$ cat src/rtl/core/fbpa_pkg.sv
// shared types and constants for the fixed block pool allocator
// used by the channel interfaces, the controller, the datapath and the top level
package fbpa_pkg;

	localparam int ADDR_W     = 32;
	localparam int BYTES_W    = 16;
	localparam int CNT_OUT_W  = 9;
	localparam int CMD_W      = 2;
	localparam int STAT_W     = 2;
	localparam int REG_IDX_W  = 2;
	localparam int CFG_DATA_W = 32;

	// register values after reset
	localparam logic [ADDR_W-1:0]    BASE_RST   = '0;
	localparam logic [BYTES_W-1:0]   BYTES_RST  = 16'd32;
	localparam logic [CNT_OUT_W-1:0] BLOCKS_RST = 9'd256;

	typedef enum logic [CMD_W-1:0] {
		CMD_ALLOC = 2'd0,
		CMD_FREE  = 2'd1,
		CMD_INIT  = 2'd2
	} cmd_t;

	typedef enum logic [STAT_W-1:0] {
		ST_OK    = 2'd0,
		ST_EMPTY = 2'd1,
		ST_FULL  = 2'd2
	} status_t;

	typedef enum logic [REG_IDX_W-1:0] {
		REG_POOL_BASE      = 2'd0,
		REG_BLOCK_BYTES    = 2'd1,
		REG_BLOCKS_IN_POOL = 2'd2
	} reg_idx_t;

	typedef enum logic [2:0] {
		S_BOOT,
		S_FILL,
		S_IDLE,
		S_EXEC,
		S_DONE
	} state_t;

	// controller to datapath
	typedef struct packed {
		logic    capture;
		logic    pop;
		logic    push;
		logic    fill_start;
		logic    fill_step;
		logic    load_out;
		logic    grant;
		status_t out_status;
	} dp_cmd_t;

	// datapath to controller
	typedef struct packed {
		logic [CMD_W-1:0] cmd;
		logic             empty;
		logic             full;
		logic             fill_last;
	} dp_stat_t;

endpackage

$ cat src/rtl/core/fbpa_ctrl.sv
// controller state machine for the block pool allocator
// sequences accept, execute and fill sweeps; depends on fbpa_pkg
module fbpa_ctrl import fbpa_pkg::*; (
	input  logic     clk,
	input  logic     arst_n,
	input  logic     req_valid,
	output logic     req_ready,
	output logic     rsp_valid,
	input  logic     rsp_ready,
	input  dp_stat_t stat,
	output dp_cmd_t  ctl
);

	state_t state_q;
	state_t state_next;
	logic   out_valid_q;
	logic   out_free;

	assign out_free  = !out_valid_q || rsp_ready;
	assign rsp_valid = out_valid_q;

	always_ff @(posedge clk or negedge arst_n) begin
		if (!arst_n) begin
			state_q     <= S_BOOT;
			out_valid_q <= 1'b0;
		end else begin
			state_q <= state_next;
			if (ctl.load_out) begin
				out_valid_q <= 1'b1;
			end else if (rsp_ready) begin
				out_valid_q <= 1'b0;
			end
		end
	end

	always_comb begin
		state_next     = state_q;
		req_ready      = 1'b0;
		ctl            = '0;
		ctl.out_status = ST_OK;
		case (state_q)
			S_BOOT, S_FILL: begin
				ctl.fill_step = 1'b1;
				if (stat.fill_last) begin
					state_next = (state_q == S_BOOT) ? S_IDLE : S_DONE;
				end
			end
			S_IDLE: begin
				req_ready = 1'b1;
				if (req_valid) begin
					ctl.capture = 1'b1;
					state_next  = S_EXEC;
				end
			end
			S_EXEC: begin
				case (cmd_t'(stat.cmd))
					CMD_ALLOC: begin
						if (out_free) begin
							ctl.load_out = 1'b1;
							if (stat.empty) begin
								ctl.out_status = ST_EMPTY;
							end else begin
								ctl.pop   = 1'b1;
								ctl.grant = 1'b1;
							end
							state_next = S_IDLE;
						end
					end
					CMD_FREE: begin
						if (out_free) begin
							ctl.load_out = 1'b1;
							if (stat.full) begin
								ctl.out_status = ST_FULL;
							end else begin
								ctl.push = 1'b1;
							end
							state_next = S_IDLE;
						end
					end
					CMD_INIT: begin
						ctl.fill_start = 1'b1;
						state_next     = S_FILL;
					end
					default: begin
						// unused code, plain ok result
						if (out_free) begin
							ctl.load_out = 1'b1;
							state_next   = S_IDLE;
						end
					end
				endcase
			end
			S_DONE: begin
				if (out_free) begin
					ctl.load_out = 1'b1;
					state_next   = S_IDLE;
				end
			end
			default: begin
				state_next = S_IDLE;
			end
		endcase
	end

endmodule

$ cat config.mk
export PLATFORM = sky130hd
export DESIGN_NAME = fbpa_ctrl
export DESIGN_NICKNAME = d
export VERILOG_FILES = /design/src/rtl/core/fbpa_pkg.sv /design/src/rtl/core/fbpa_ctrl.sv
export SDC_FILE = /design/constraint.sdc
export NUM_CORES = 1
export LEC_CHECK = 0
export BUFFER_PORTS_ARGS = -buffer_cell sky130_fd_sc_hd__buf_4
export CAP_MARGIN = 0
export CELL_PAD_IN_SITES_DETAIL_PLACEMENT = 1
export CELL_PAD_IN_SITES_GLOBAL_PLACEMENT = 1
export CORE_AREA = 2 2 39 41
export DETAILED_ROUTE_END_ITERATION = 8
export DIE_AREA = 0 0 41 43
export PLACE_DENSITY_LB_ADDON = 0.25
export SLEW_MARGIN = 15
export SYNTH_ARGS = -nofsm -noshare
export SYNTH_HDL_FRONTEND = slang
export SYNTH_SLANG_ARGS = --single-unit
$ cat constraint.sdc
create_clock -name clk -period 1.5 [get_ports clk]
set_input_delay 0.15 -clock clk [delete_from_list [all_inputs] [get_ports clk]]
set_output_delay 0.15 -clock clk [all_outputs]
set_load 0.05 [all_outputs]
# Word-level counts from Yosys, hierarchy flattened
# Index checks and enable logic that the tools add are counted.
# totals
reg_bits	4
inputBits	9
out_inout_bits	11
word_cells	47
# classes
n_eq_ne	8
mux	30
n_reduce_logical	7
# op_table
operator	n
3-bit 2-to-1 mux	7
1-bit 2-to-1 mux	16
3-bit case mux with 4 select lines	1
3-bit by 2-bit == test with 1-bit output, second input constant	2
2-bit 2-to-1 mux	2
4-bit 2-to-1 mux	1
2-bit inequality test, second input constant	2
1-bit case mux with 2 select lines	2
2-bit case mux with 2 select lines	1
3-bit by 1-bit == test with 1-bit output, second input constant	1
3-bit == test, second input constant	1
3-bit zero test	1
2-bit by 1-bit == test with 1-bit output, second input constant	1
2-bit == test, second input constant	1
2-bit zero test	1
2-bit AND reduction	1
2-bit nonzero test	1
2-bit OR reduction	1
1-bit zero test	1
1-bit logical OR	1

# Depth between registers and ports, before layout
# logic_depth
word_depth	6
mapped_depth	4
ltp_nobuf	3

# Worst setup path before layout
# Ideal clock, no wire load.
# synth_timing
kind	reg-to-output
start	reg out_valid_q, in the netlist rsp_valid
end	out ctl[7] in the netlist's numbering
t_arrival_ns	2.001
required_time_ns	1.350
path_slack_ns	-0.651
path_stages_with_launch	5
n_path_buf	1
cell_sequence	dfrtp_1 -> nor2b_1 -> nor3_2 -> nor3b_2 -> buf_4
# synth_rtl
element	line	text
start: declaration	fbpa_ctrl.sv:16	logic out_valid_q;
start signal: assignment	fbpa_ctrl.sv:25	out_valid_q <= 1'b0;
start signal: assignment	fbpa_ctrl.sv:29	out_valid_q <= 1'b1;
start signal: assignment	fbpa_ctrl.sv:31	out_valid_q <= 1'b0;
end: declaration	fbpa_ctrl.sv:11	output dp_cmd_t ctl

==> results list <==
- Category of cells accounting for the largest share of critical-path delay: simple AND/OR/NAND/NOR gates
- Fraction of layout instances using a drive strength above 1: 0.613
- The number of nets handed over by synthesis was 42.
- Post-placement setup slack: between 70 and 80 ps
- Routed vias: 352
- Row generation in the floorplan step produced 14 rows.
- Worst Setup Path Type: reg -> out
- Hold is met by between 200 and 250 ps.
- The cell count after synthesis came out at 33.
* Fmax achieved: approximately 630 MHz
* Fraction of the yosys area taken by sequential cells: 0.332
- The first global-routing pass estimated ~1500 um of wire.
- The number of antenna violations at the first check in global routing came to 0.
- Counting I/O delays and the setup requirement, the final critical path takes 1590 ps.
- Counting the buffers created by CTS gives 3.
- Worst EP required: between 1000 and 1500 ps
- Maximum buffer depth of the clock tree: 2
- Counting cells, the worst reg-to-reg path comes to 4.
- Static leakage power: 0.298 nW
* Final nets: 72
- Maximum number of pins on one net before global-route repair: 8
- Netlist area before placement: 302 um^2
- Worst vdd rail ir drop: approximately 860 uV
- Sinks on the clock net: 4
- Pins Over Slew Limit: 0
* DP HPWL: between 700 and 800 um
- The cell sitting at the root of the clock tree is a sky130_fd_sc_hd__clkbuf_4.
* Number of primary I/O pins: 20
- A synthesized cell averages 9.14 um^2.
- Setup repair after global routing could not meet its margin everywhere.
* Count of endpoints failing setup in the final report: 5
- The floorplan step defined a die boundary enclosing 1760 um^2.
* Ys Warns: 0
* ANT nets after route: 0
* Outcome: finished with violations
- The final count of hold timing violations is 0.
* Endpoint kind of the worst setup timing path: output pin
- Fraction of the cycle the final worst path needs: 1.06
* CP Launch Type: flop
- Clock-pin slew was measured on the worst setup and hold paths at 40 ps.
- Initial Utilization: 0.218
* Latest clock arrival within the worst-skew pair: ~240 ps
- Global route overflow: 0
- The congestion estimate from routability-driven global placement came to 0.745.
- The critical path runs through a total of 4 cells.
* Failing checks: setup timing
- The total area inside the core boundary comes to 1380 um^2.
- Biggest cell delay along the critical path: around 380 ps
- Filler Cell Count: approximately 160
* Inserted Diodes: 0
* Vias per cell: 4.51
- In this run, synthesis produced a sequential element count of 4.
- For this block, the routed nets add up to 928 um of wire.
* Max Fanout on Critical Path: 4
- For the worst setup path, the data arrival time is 1440 ps.
- Slowest cell on the critical path: sky130_fd_sc_hd__dfrtp_1
- For this block, the initial DRC count from the detailed router was 3.
- Before antenna repair, the detailed router went through 3 iterations.
* Post-layout worst setup margin: -88.5 ps
* Width of the chip: 41 um
- Input/output buffers: 19
* Kind of path behind the tightest hold check: in -> async
- At the pin with the least slew margin, the transition time is 293 ps.
* Wire per inst: 11.9 um
* Chain of cells forming the critical path: nand3b_4 -> nor3_4 -> nor3b_4 -> buf_6
* Total power: 1.24 mW
- Number of buffer and inverter instances along the worst setup path: 1
* H-Tree Level Count: 1
* Crit Reg-Reg Startpoint: state_q[0]
* Cell variety after synth: 21
* Relative slew margins: 0.804
* Pwr/cell area: 2020 nW/um^2
- Die Span Y: 43 um
* First element of the critical path: state_q[2]
- The via count of the first global-routing pass was 374.
- Total global-route track usage: 0.126
- The tool flagged a number of max-cap violations equal to 0.
- Between clock sinks in the finished design, the worst skew comes to 8.75 ps.
- TritonCTS clock tree: built
- Number of design rule violations left after detail routing: 0
- Area growth syn-to-layout: 103%
placed cells by master (no fill, tap or decap), drive strengths merged:
| master | synthesis | layout |
|---|---|---|
| nor3b | 2 | 2 |
| clkbuf | 0 | 4 |
| buf | 1 | 25 |
| nor2 | 3 | 3 |
| inv | 1 | 1 |
| and4bb | 1 | 1 |
| and3b | 2 | 2 |
| nor3 | 1 | 1 |
| or2 | 1 | 1 |
| nand2 | 1 | 1 |
| and3 | 1 | 1 |
| a31oi | 2 | 2 |
| dfrtp | 4 | 4 |
| dlygate4sd3 | 0 | 1 |
| nor2b | 3 | 3 |
| o21ai | 2 | 2 |
| nand2b | 3 | 3 |
| o211a | 1 | 1 |
| a21oi | 1 | 1 |
| and2b | 1 | 1 |
| nand3b | 2 | 2 |
routing by layer:
| layer | vias to the layer above | global-route usage | share of wire |
|---|---|---|---|
| met3 | 0 | 0.0628 | 0.046 |
| met1 | 168 | 0.133 | 0.43 |
| met2 | 9 | 0.197 | 0.53 |
| li1 | 175 | - | - |
| met4 | 0 | 0.0600 | 0 |
| met5 | - | 0 | 0 |
area by class of cell:
class,count,area (um^2),share of cell area
Timing Repair Buffer,26,235,0.384
Multi-Input combinational cell,27,224,0.366
Sequential cell,4,103,0.168
Clock buffer,4,26.3,0.0429
Tap cell,16,20.0,0.0327
Inverter,1,3.75,0.00613
report_power, final:
group / internal [mW] / switching, mW / leakage (nW)
sequential: 0.155 / 0.0524 / 0.0469
combinational: 0.387 / 0.495 / 0.236
clock: 0.100 / 0.0488 / 0.0150
worst reg2reg max path, stage by stage (launching register included):
cell and delay [ps]:
sky130_fd_sc_hd__dfrtp_1 410, sky130_fd_sc_hd__buf_4 170, sky130_fd_sc_hd__and4bb_2 250, sky130_fd_sc_hd__a31oi_1 140
sky130_fd_sc_hd__o21ai_0 110
metrics by stage:
stage	area [um^2]	util	setup TNS [ps]	std cells
6_report	612	0.442	-278	78
5_1_grt	612	0.442	-744	78
4_1_cts	583	0.421	-324	77
3_5_place_dp	513	0.371	0	71
3_3_place_gp	513	0.371	0	71
2_1_floorplan	332	-	-390	33
registers in the layout, summed over array words and instances (netlist names):
| name | count |
|---|---|
| state_q | 3 |
| rsp_valid | 1 |
path summary, 6_finish.rpt:
path	end	slack, ps
setup reg to reg	state_q[0]	280
min in group clk	state_q[0]	290
hold reg to reg	state_q[2]	610
hold / removal	state_q[0]	240
max in group asynchronous	state_q[1]	1130
setup / recovery	ctl[2]	-90
kinds of logic after synthesis:
logic type	Yosys count	share of synthesized area
AND/OR/NAND/NOR	21	0.506
AO/OA/AOI/OAI	6	0.124
flip-flops	4	0.332
buffers and inverters	2	0.0373
cells in the mapped netlist:
cell / number / area share
sky130_fd_sc_hd__nor3b_2: 1 / 0.041
sky130_fd_sc_hd__buf_4: 1 / 0.025
sky130_fd_sc_hd__a31oi_1: 2 / 0.041
sky130_fd_sc_hd__or2_1: 1 / 0.021
sky130_fd_sc_hd__and3_1: 1 / 0.021
sky130_fd_sc_hd__inv_1: 1 / 0.012
sky130_fd_sc_hd__dfrtp_1: 4 / 0.33
sky130_fd_sc_hd__a21oi_1: 1 / 0.017
sky130_fd_sc_hd__and3b_1: 2 / 0.058
sky130_fd_sc_hd__and2b_2: 1 / 0.029
sky130_fd_sc_hd__o211a_1: 1 / 0.033
sky130_fd_sc_hd__nand3b_2: 1 / 0.037
sky130_fd_sc_hd__nor3b_1: 1 / 0.025
sky130_fd_sc_hd__nand3b_1: 1 / 0.025
sky130_fd_sc_hd__nor2_1: 3 / 0.037
sky130_fd_sc_hd__nor2b_1: 3 / 0.062
sky130_fd_sc_hd__o21ai_0: 2 / 0.033
sky130_fd_sc_hd__nand2b_1: 3 / 0.062
sky130_fd_sc_hd__nor3_2: 1 / 0.033
sky130_fd_sc_hd__nand2_1: 1 / 0.012
sky130_fd_sc_hd__and4bb_2: 1 / 0.041
what timing repair did:
item	4_1_cts	5_1_grt
endpoints found under the setup margin	7	8
hold buffers	1	0
resized for setup	7	6
pin swaps	2	1
setup buffers	1	1
hold endpoints to repair	4	0
Note: power is estimated with default switching activity, not from simulation.
